## src/rtl/assert_macros.svh

```systemverilog
// Assertion macros used by the top level of the path tracker.
`ifndef ASSERT_MACROS_SVH
`define ASSERT_MACROS_SVH
`ifndef SYNTHESIS
`define ASSERT_IMPLIES(label, clk, rst, ante, cons) \
  label: assert property (@(posedge clk) disable iff (rst) (ante) |-> (cons)) \
    else $error("assertion failed");
`define ASSERT_NEXT(label, clk, rst, ante, cons) \
  label: assert property (@(posedge clk) disable iff (rst) (ante) |=> (cons)) \
    else $error("assertion failed");
`else
`define ASSERT_IMPLIES(label, clk, rst, ante, cons)
`define ASSERT_NEXT(label, clk, rst, ante, cons)
`endif
`endif

```

## src/rtl/lpfl_pkg.sv

```systemverilog
// Types, constants and helper functions of the path tracker.
package lpfl_pkg;

  localparam int PATH_DEPTH = 1024;
  localparam int CONTROL_PERIOD = 3277;
  localparam int CORDIC_STEPS = 16;
  localparam int CORDIC_MAX = 24;
  localparam int CORDIC_N = (CORDIC_STEPS > CORDIC_MAX) ? CORDIC_MAX : CORDIC_STEPS;
  localparam int IDX_W = $clog2(PATH_DEPTH);
  localparam int CNT_W = $clog2(PATH_DEPTH + 1);
  localparam int STEP_W = $clog2(CORDIC_MAX + 1);

  localparam logic signed [19:0] PI_Q = 20'sd205887;
  localparam logic signed [19:0] TWO_PI_Q = 20'sd411775;
  localparam logic signed [19:0] HALF_PI_Q = 20'sd102944;
  localparam logic signed [33:0] CORDIC_GAIN = 34'sd652032874;

  localparam logic KIND_LOAD = 1'b0;
  localparam logic KIND_CONTROL = 1'b1;

  typedef enum logic [2:0] {
    REG_GAIN_PROP      = 3'd0,
    REG_GAIN_INTEGRAL  = 3'd1,
    REG_GAIN_ROTATE    = 3'd2,
    REG_LOOKAHEAD_DIST = 3'd3,
    REG_PREVIEW_DIST   = 3'd4,
    REG_GOAL_RADIUS    = 3'd5,
    REG_LIMIT_LINEAR   = 3'd6,
    REG_LIMIT_ANGULAR  = 3'd7
  } reg_idx_t;

  typedef struct packed {
    logic               kind;
    logic signed [31:0] pos_x;
    logic signed [31:0] pos_y;
    logic signed [18:0] heading;
    logic               first_point;
  } item_t;

  typedef struct packed {
    logic [23:0] gain_prop;
    logic [23:0] gain_integral;
    logic [23:0] gain_rotate;
    logic [30:0] lookahead_dist;
    logic [30:0] preview_dist;
    logic [30:0] goal_radius;
    logic [30:0] limit_linear;
    logic [30:0] limit_angular;
  } cfg_t;

  function automatic logic signed [33:0] atan_q30(input logic [STEP_W-1:0] i);
    logic signed [33:0] r;
    case (i)
      5'd0:    r = 34'sd843314857;
      5'd1:    r = 34'sd497837829;
      5'd2:    r = 34'sd263043837;
      5'd3:    r = 34'sd133525159;
      5'd4:    r = 34'sd67021687;
      5'd5:    r = 34'sd33543516;
      5'd6:    r = 34'sd16775851;
      5'd7:    r = 34'sd8388437;
      5'd8:    r = 34'sd4194283;
      5'd9:    r = 34'sd2097149;
      5'd10:   r = 34'sd1048576;
      5'd11:   r = 34'sd524288;
      5'd12:   r = 34'sd262144;
      5'd13:   r = 34'sd131072;
      5'd14:   r = 34'sd65536;
      5'd15:   r = 34'sd32768;
      5'd16:   r = 34'sd16384;
      5'd17:   r = 34'sd8192;
      5'd18:   r = 34'sd4096;
      5'd19:   r = 34'sd2048;
      5'd20:   r = 34'sd1024;
      5'd21:   r = 34'sd512;
      5'd22:   r = 34'sd256;
      5'd23:   r = 34'sd128;
      default: r = 34'sd0;
    endcase
    return r;
  endfunction

  // One correction brings any difference of two headings into [-pi, pi].
  function automatic logic signed [19:0] wrap_angle(input logic signed [19:0] a);
    logic signed [19:0] r;
    if (a > PI_Q) begin
      r = a - TWO_PI_Q;
    end else if (a < -PI_Q) begin
      r = a + TWO_PI_Q;
    end else begin
      r = a;
    end
    return r;
  endfunction

  function automatic logic signed [31:0] clamp_lim(input logic signed [63:0] v,
                                                   input logic [30:0] lim);
    logic signed [63:0] hi;
    logic signed [63:0] r;
    hi = $signed({33'd0, lim});
    if (v > hi) begin
      r = hi;
    end else if (v < -hi) begin
      r = -hi;
    end else begin
      r = v;
    end
    return $signed(r[31:0]);
  endfunction

endpackage

```

## src/rtl/lpfl_front.sv

```systemverilog
// Front end: takes requests and queues them for the execution unit.
module lpfl_front (
  input  logic            clk,
  input  logic            rst,
  input  logic            start,
  input  lpfl_pkg::item_t item_in,
  input  logic            pop,
  output logic            busy,
  output logic            head_valid,
  output lpfl_pkg::item_t head
);
  import lpfl_pkg::*;

  item_t      slots [2];
  logic       wp;
  logic       rp;
  logic [1:0] cnt;
  logic       push;
  logic       take;

  always_comb begin
    busy = cnt == 2'd2;
    head_valid = cnt != 2'd0;
    head = slots[rp];
    push = start && !busy;
    take = pop && head_valid;
  end

  always_ff @(posedge clk) begin
    if (rst) begin
      wp <= 1'b0;
      rp <= 1'b0;
      cnt <= '0;
    end else begin
      if (push) begin
        wp <= ~wp;
      end
      if (take) begin
        rp <= ~rp;
      end
      if (push && !take) begin
        cnt <= cnt + 1'b1;
      end else if (take && !push) begin
        cnt <= cnt - 1'b1;
      end
    end
  end

  always_ff @(posedge clk) begin
    if (push) begin
      slots[wp] <= item_in;
    end
  end

endmodule

```

## config.mk

```make
export PLATFORM = sky130hd
export DESIGN_NAME = lpfl_front
export DESIGN_NICKNAME = d
export VERILOG_FILES = /design/src/rtl/assert_macros.svh /design/src/rtl/lpfl_pkg.sv /design/src/rtl/lpfl_front.sv
export SDC_FILE = /design/constraint.sdc
export NUM_CORES = 1
export LEC_CHECK = 0
export ABC_AREA = 0
export ABC_CLOCK_PERIOD_IN_PS = 5300
export BUFFER_PORTS_ARGS = -buffer_cell sky130_fd_sc_hd__buf_2
export CAP_MARGIN = 15
export CORE_MARGIN = 5
export CORE_UTILIZATION = 35
export DETAILED_ROUTE_END_ITERATION = 8
export PLACE_DENSITY = 0.59
export SYNTH_ARGS = -nofsm -noshare
export SYNTH_HDL_FRONTEND = slang
export SYNTH_SLANG_ARGS = --single-unit
```

## constraint.sdc

```tcl
create_clock -name clk -period 5.3 [get_ports clk]
set_input_delay 0.265 -clock clk [delete_from_list [all_inputs] [get_ports clk]]
set_output_delay 0.265 -clock clk [all_outputs]
set_load 0.05 [all_outputs]
```

-- Yosys cells after proc, flatten, opt, wreduce, memory -nomap -nowiden
Memories as Yosys holds them, arrays and structs flattened. A register that Yosys moved wholly into a read port is not among the register bits.
Index checks and enable logic that the tools add are counted.
- output and inout port bits: 87
- logic and storage cells: 24
- bits of input ports: 89
- bits in writable memories: 170
- bits in registers: 4
- memories kept: 1
- memories (name ; words ; width ; rd ports ; clocked after memory_dff ; write ports ; line ; RTL):
    slots ; 2 ; 85 ; 1 ; 1 ; 1 ; lpfl_front.sv:14 ; item_t slots [2];
- $add $sub $neg: 2
- reduce and logical (&&, ||, !) cells: 9
- muxes and demuxes: 6
- equality and inequality tests: 1
- bitwise operators: 2
- operators by type and width (operator ; count):
    $logic_and A1 B1 Y1 ; 4
    $mux W1 ; 4
    $mux W2 ; 2
    $reduce_bool A2 Y1 ; 2
    $logic_not A1 Y1 ; 3
    $add A2 B1 Y2 const B ; 1
    $eq A2 B2 Y1 const B ; 1
    $not A1 Y1 ; 2
    $sub A2 B1 Y2 const B ; 1

-- Longest topological paths before layout
Gate-level depths: netlist (run 1).
- depth after elaboration: 7
- depth in mapped cells: 6
- gate-level depth less buffers: 6

-- Least setup slack after synthesis (run 1)
Ideal clock, no wire load.
- kind: flip-flop to flip-flop
- from: reg cnt[1]
- to: mem slots[1][0] (netlist bit) (enable)
- cell stages (with the launch flop): 4
- required time: 4.847 ns
- period minus slack after synthesis: 3.171 ns
- path slack: 2.129 ns
- buffers on the path: 0
- arrival time: 2.718 ns
- library setup time: 0.453 ns
- path through: dfxtp_1 nor2b_2 nor2_1 and2_1
- word-level cells in the longest chain between the ends: 5
- RTL lines (what ; line ; RTL):
    start: declaration ; lpfl_front.sv:17 ; logic [1:0] cnt;
    start signal: assignment ; lpfl_front.sv:42 ; cnt <= cnt + 1'b1;
    start signal: assignment ; lpfl_front.sv:44 ; cnt <= cnt - 1'b1;
    $eq A2 B2 Y1 ; lpfl_front.sv:22 ; busy = cnt == 2'd2;
    net busy ; lpfl_front.sv:8 ; output logic busy,
    $logic_not A1 Y1 ; lpfl_front.sv:25 ; push = start && !busy;
    $logic_and A1 B1 Y1 ; lpfl_front.sv:25 ;
    net push ; lpfl_front.sv:18 ; logic push;
    $mux W1 ; lpfl_front.sv:50 ; if (push) begin
    $mux W1 (implied by the code) ; lpfl_front.sv:51 ; slots[wp] <= item_in;
    end: declaration ; lpfl_front.sv:14 ;
The timed path passes the listed nets, and every way through them passes these cells.

==> impl_metrics.env, run 1 <==
export IMPL_run_status="complete, no violations"
export IMPL_sequential_cell_area_um2=5210
export IMPL_finalHoldViolCount=0
export IMPL_routed_wire_length_per_instance_um=17.0
export IMPL_track_usage_pct=11.7
export IMPL_synth_largest_area_cell="sky130_fd_sc_hd__edfxtp_1"
export IMPL_place_congestion=0.718
export IMPL_hold_buffers=0
export IMPL_timing_rr_end="slots[0][83]$_DFFE_PP_"
export IMPL_cts_sinks=175
export IMPL_most_common_cell_after_layout_fill_and_taps_aside="sky130_fd_sc_hd__buf_2"
export IMPL_first_global_vias=3568
export IMPL_cell_internal_pwr_w=0.00291
export IMPL_core_area_um2=17900
export IMPL_vdd_ir_drop_worst_uv=334
export IMPL_fillCellCount=1570
export IMPL_setup_tns_ns=0
export IMPL_critical_path_startpoint_type="register"
export IMPL_setup_worst_path_end="head[56]"
export IMPL_most_common_layout_cells="175 x sky130_fd_sc_hd__buf_2, 170 x sky130_fd_sc_hd__edfxtp_1, 85 x sky130_fd_sc_hd__mux2_2, 17 x sky130_fd_sc_hd__clkbuf_16"
export IMPL_synthDistinctLibCells=16
export IMPL_drt_drc_violations_left=0
export IMPL_rr_worst_depth=4
export IMPL_antenna_left=0
export IMPL_syn_num_nets=379
export IMPL_part_of_the_power_in_registers_pct=40.7
export IMPL_dr_first_iter_drc_count=134
export IMPL_detailedPlacementHpwl_mm=7.99
export IMPL_pin_slew_with_the_least_headroom_to_its_limit_ns=1.15
export IMPL_yosysTopAreaCellShare_pct=80.3
export IMPL_buffer_ports_inserted=175
export IMPL_upper_clock_frequency_limit_mhz=403
export IMPL_drive_gt1_share_pct=60.5
export IMPL_vias_after_detailed_routing=3247
export IMPL_design_portCount=176
export IMPL_synthesis_yosys_warnings=0
export IMPL_max_cap_violations=0
export IMPL_die_height_um=145
export IMPL_regToRegSetupSlack_ns=2.85
export IMPL_syn_mean_instance_area_um2=22.0
export IMPL_dieArea_um2=21000
export IMPL_cp_data_required_time_ns=5.04
export IMPL_clockPowerShare_pct=26.9
export IMPL_multi_input_comb_area_um2=1070
export IMPL_vias_per_cell=4.52
export IMPL_clock_tree_htree_level_count=4
export IMPL_grt_setup_unrepaired="no"
export IMPL_cts_repair_resized=0
export IMPL_layout_setup_ws_ns=2.82
export IMPL_crit_type="reg2out"
export IMPL_power_net_switching_w=0.00169
export IMPL_synth_area_um2=6360
export IMPL_die_width_um=145
export IMPL_grt_pass1_wl_mm=18.4
export IMPL_synth_seq_cells=175
export IMPL_number_of_detailed_route_iterations_in_the_first_pass=4
export IMPL_clock_tree_root_cell="sky130_fd_sc_hd__clkbuf_16"
export IMPL_gr_usage_met1_pct=14.0
export IMPL_area_growth_synth_to_final_pct=26.8
export IMPL_post_cts_setup_buffers=0
export IMPL_final_routed_wirelength_across_all_metal_layers_mm=12.2
export IMPL_grt_remaining_overflow=0
export IMPL_syn_instance_count=289
export IMPL_cts_buffers=17
export IMPL_setup_worst_path_end_class="output port"
export IMPL_insertedDiodeCount=0
export IMPL_final_net_count=566
export IMPL_post_route_util_pct=45.0
export IMPL_timing_slew_headroom_pct=23.6
export IMPL_worstReg2RegStart="cnt[1]$_SDFFE_PP0P_"
export IMPL_power_w=0.00460
export IMPL_clock_tree_buffer_depth=2
export IMPL_placement_cell_area_um2=7470
export IMPL_effective_utilization_at_floorplan_pct=35.5
export IMPL_rows=49
export IMPL_maximum_number_of_pins_on_one_net_before_global_route_repair=86
export IMPL_comb_power_share_pct=32.4
export IMPL_cellLeakagePower_nw=2.98
export IMPL_clock_latency_ns=0.41
export IMPL_cts_reportedPaths_clkPinSlew_ns=0.07
export IMPL_worst_path_max_fanout=85
export IMPL_p_sw_share_pct=36.8
export IMPL_dpl_worst_slack_ns=2.80
export IMPL_tritoncts_clock_tree="built"
export IMPL_worstPathArrival_ns=2.22
export IMPL_final_slew_viol_count=0
export IMPL_min_path_type="in2reg"
export IMPL_power_per_cell_area_nw_per_um2=570
export IMPL_antenna_found_initial=0
export IMPL_grtUsageMet3_pct=4.47
export IMPL_setup_viol=0
export IMPL_grt_busiest_layer="met2"
export IMPL_synth_top_cells_by_area="sky130_fd_sc_hd__edfxtp_1 80%, sky130_fd_sc_hd__mux2_2 15%, sky130_fd_sc_hd__dfxtp_1 1.6%, sky130_fd_sc_hd__buf_6 0.89%, sky130_fd_sc_hd__xor2_1 0.41%"
export IMPL_layout_worst_path_cycle_share_pct=46.8
export IMPL_seq_total_area_yosys_pct=81.8
export IMPL_grt_met2_usage_pct=19.3
export IMPL_clock_skew_final_ns=0.00693
export IMPL_final_cell_area_um2=8060
export IMPL_final_critical_period_ns=2.48
-- sequential cells by signal, summed over array words and instances (netlist names), named ones only --
name,flops
slots,170
cnt,2
rp,1
wp,1
-- metrics by stage --
stage / hold slack (ns) / instances
after detailed placement: 0.456 / 686
after floorplan: 0.334 / 289
final: 0.0357 / 718
after CTS: 0.00795 / 718
after global routing: 0.00382 / 718
after global placement: 0.453 / 686
-- area by class of cell --
type                            instances  share of cell area, %
Tap cell                              229                   3.55
Sequential cell                       175                   64.6
Multi-Input combinational cell        103                   13.3
Inverter                                2                  0.109
Clock buffer                           24                   6.10
Timing Repair Buffer                  177                   11.0
Clock inverter                          8                   1.30
-- logic make-up after synthesis --
kind of cell               synth area share (%)
buffers and inverters                      1.36
DFF                                        81.8
adders and majority gates                 0.197
and+or+nand+nor                           0.767
muxes                                      15.0
AOI/OAI and AO/OA                         0.393
xor gates and xnor gates                  0.413
-- metal layers --
layer / vias up / wire length (um)
li1: 1522 / -
met1: 1597 / 4970
met2: 110 / 6030
met3: 18 / 974
met4: 0 / 215
met5: - / 0
-- synth_stat cells, drive strengths merged --
cell	n
dfxtp	5
nor2	4
o21ai	3
ha	1
edfxtp	170
buf	9
xor2	3
and2	1
inv	2
or3	2
or2	1
nor2b	1
mux2	85
a21oi	2
-- worst min path at each step --
stage,startpoint,endpoint,depth (start not counted)
finish,item_in[39],slots[0][39]$_DFFE_PP_,1
global route,item_in[39],slots[0][39]$_DFFE_PP_,1
CTS,item_in[70],slots[1][70]$_DFFE_PP_,1
detailed placement,item_in[70],slots[1][70]$_DFFE_PP_,1
global placement,item_in[24],slots[0][24]$_DFFE_PP_,1
floorplan,rst,cnt[1]$_SDFFE_PP0P_,1
-- critical path, cell delays in order (launching register included) --
cell	delay, ns
sky130_fd_sc_hd__dfxtp_4	1.10
sky130_fd_sc_hd__mux2_2	0.44
sky130_fd_sc_hd__buf_2	0.21
-- power groups by stage --
stage          combinational (W)  sequential (W)  clock (W)
2_1_floorplan            0.00128         0.00181          0
3_3_place_gp             0.00150         0.00190          0
3_5_place_dp             0.00151         0.00191          0
4_1_cts                  0.00151         0.00188    0.00128
5_1_grt                  0.00157         0.00190    0.00133
6_report                 0.00149         0.00187    0.00124
(Power assumes the default switching activity.)
==> run 2, diff against run 1 <==
--- a/config.mk
+++ b/config.mk
@@ -6,7 +6,7 @@
 export NUM_CORES = 1
 export LEC_CHECK = 0
 export ABC_AREA = 0
-export ABC_CLOCK_PERIOD_IN_PS = 5300
+export ABC_CLOCK_PERIOD_IN_PS = 2500
 export BUFFER_PORTS_ARGS = -buffer_cell sky130_fd_sc_hd__buf_2
 export CAP_MARGIN = 15
 export CORE_MARGIN = 5
==> constraint.sdc (replaced) <==
create_clock -name clk -period 2.5 [get_ports clk]
set_input_delay 0.125 -clock clk [delete_from_list [all_inputs] [get_ports clk]]
set_output_delay 0.125 -clock clk [all_outputs]
set_load 0.05 [all_outputs]
==> run 2 against run 1 <==
  * Global-route usage grew 0.64 points
  * Sequential share of layout area shrank 6.3 points
  * Critical path depth grew 1
==> impl_metrics.env, run 2 (synthesis results as in run 1) <==
export IMPL_max_cap_violations=0
export IMPL_layout_setup_ws_ns=0.598
export IMPL_most_common_layout_cells="175 x sky130_fd_sc_hd__buf_2, 170 x sky130_fd_sc_hd__edfxtp_1, 86 x sky130_fd_sc_hd__dlygate4sd3_1, 85 x sky130_fd_sc_hd__mux2_2, 17 x sky130_fd_sc_hd__clkbuf_16"
export IMPL_final_slew_viol_count=0
export IMPL_design_portCount=176
export IMPL_track_usage_pct=12.3
export IMPL_core_area_um2=17900
export IMPL_hold_path_startpoint="start"
export IMPL_final_net_count=656
export IMPL_final_routed_wirelength_across_all_metal_layers_mm=12.9
export IMPL_detailedPlacementHpwl_mm=8.23
export IMPL_grt_setup_unrepaired="no"
export IMPL_cp_data_required_time_ns=2.38
export IMPL_area_growth_synth_to_final_pct=40.5
export IMPL_setup_worst_path_end_class="output port"
export IMPL_min_path_type="in2reg"
export IMPL_tritoncts_clock_tree="built"
export IMPL_dpl_worst_slack_ns=0.796
export IMPL_finalHoldViolCount=0
export IMPL_vias_after_detailed_routing=3606
export IMPL_routed_wire_length_per_instance_um=16.0
export IMPL_layout_top_registers="slots x170, cnt x2"
export IMPL_antenna_left=0
export IMPL_worstReg2RegStart="cnt[1]$_SDFFE_PP0P_"
export IMPL_run_status="complete, no violations"
export IMPL_vdd_ir_drop_worst_uv=614
export IMPL_power_w=0.00968
export IMPL_hold_buffers=86
export IMPL_placement_cell_area_um2=7560
export IMPL_effective_utilization_at_floorplan_pct=35.5
export IMPL_upper_clock_frequency_limit_mhz=526
export IMPL_number_of_detailed_route_iterations_in_the_first_pass=4
export IMPL_cts_sinks=175
export IMPL_clock_skew_final_ns=0.00599
export IMPL_dr_first_iter_drc_count=205
export IMPL_final_critical_period_ns=1.90
export IMPL_largest_register_ffs=170
export IMPL_insertedDiodeCount=0
export IMPL_first_global_vias=3965
export IMPL_pin_slew_with_the_least_headroom_to_its_limit_ns=0.421
export IMPL_setup_viol=0
export IMPL_most_common_cell_after_layout_fill_and_taps_aside="sky130_fd_sc_hd__buf_2"
export IMPL_crit_type="reg2out"
export IMPL_fillCellCount=1502
export IMPL_die_height_um=145
export IMPL_final_cell_area_um2=8940
export IMPL_layout_worst_path_cycle_share_pct=76.1
export IMPL_dieArea_um2=21000
export IMPL_post_route_util_pct=49.9
export IMPL_buffer_ports_inserted=175
export IMPL_timing_slew_headroom_pct=71.9
export IMPL_whs_ns=0.122
export IMPL_clock_tree_buffer_depth=2
export IMPL_cts_reportedPaths_clkPinSlew_ns=0.06
export IMPL_clock_latency_ns=0.41
export IMPL_cts_buffers=17
export IMPL_grt_pass1_wl_mm=19.6
export IMPL_vias_per_cell=4.47
export IMPL_antenna_found_initial=0
export IMPL_maximum_number_of_pins_on_one_net_before_global_route_repair=55
export IMPL_power_per_cell_area_nw_per_um2=1080
export IMPL_place_congestion=0.688
export IMPL_rows=49
export IMPL_grt_remaining_overflow=0
export IMPL_registers_top_by_ff_count="slots"
export IMPL_cts_repair_resized=0
export IMPL_post_cts_setup_buffers=0
export IMPL_worst_path_max_fanout=31
export IMPL_drt_drc_violations_left=0
export IMPL_drive_gt1_share_pct=51.6
export IMPL_clock_tree_root_cell="sky130_fd_sc_hd__clkbuf_16"
export IMPL_clock_tree_htree_level_count=4
export IMPL_worstPathArrival_ns=1.78
export IMPL_critical_path_startpoint_type="register"
export IMPL_die_width_um=145
export IMPL_cellLeakagePower_nw=3.35
## run 2: changes by cell type in the layout (fill, tap and decap cells not counted), sizes merged
cell,before,now
clkinvlp,3,2
dlygate4sd3,0,86
clkinv,3,7
clkbuf,24,22
inv,2,1
buf,177,181
bufinv,2,1
## run 2: where the power goes
| group | internal, W | switching [W] | leakage (nW) |
|---|---|---|---|
| combinational | 0.00104 | 0.00250 | 1.46 |
| sequential | 0.00369 | 0.0000969 | 1.63 |
| clock | 0.00135 | 0.00100 | 0.252 |
## run 2: worst max-delay path, cell delays in order (launching register included)
cell	delay, ns
sky130_fd_sc_hd__dfxtp_4	0.35
sky130_fd_sc_hd__buf_4	0.37
sky130_fd_sc_hd__mux2_2	0.42
sky130_fd_sc_hd__buf_2	0.22
## run 2: metal layers
metal,wire length (um),part of all wire (%),global-route usage [%]
met4,124,0.96,4.12
met5,0,0,0
met1,5390,42,14.6
met3,918,7.1,4.37
met2,6460,50,21.0
## run 2: worst paths after layout
kind | to | slack [ns] | cells past startpoint
hold / removal | wp$_SDFFE_PP0P_ | 0.12 | 4
hold reg to reg | cnt[1]$_SDFFE_PP0P_ | 0.51 | 2
setup reg to reg | slots[0][40]$_DFFE_PP_ | 0.81 | 4
setup / recovery | head[79] | 0.60 | 3
## run 2: layout make-up
class / instances / area [um2] / area share (%)
inverter: 2 / 11.3 / 0.126
timing repair buffer: 267 / 1830 / 20.5
sequential: 175 / 5210 / 58.3
multi-input combinational: 103 / 1080 / 12.1
clock buffer: 22 / 444 / 4.97
tap: 229 / 287 / 3.21
clock inverter: 9 / 70.1 / 0.784
## run 2: stage by stage
step	TNS [ns]	cells
4_1_cts	0	807
5_1_grt	0	807
6_report	0	807
3_3_place_gp	0	690
3_5_place_dp	0	690
2_1_floorplan	-0.128	289
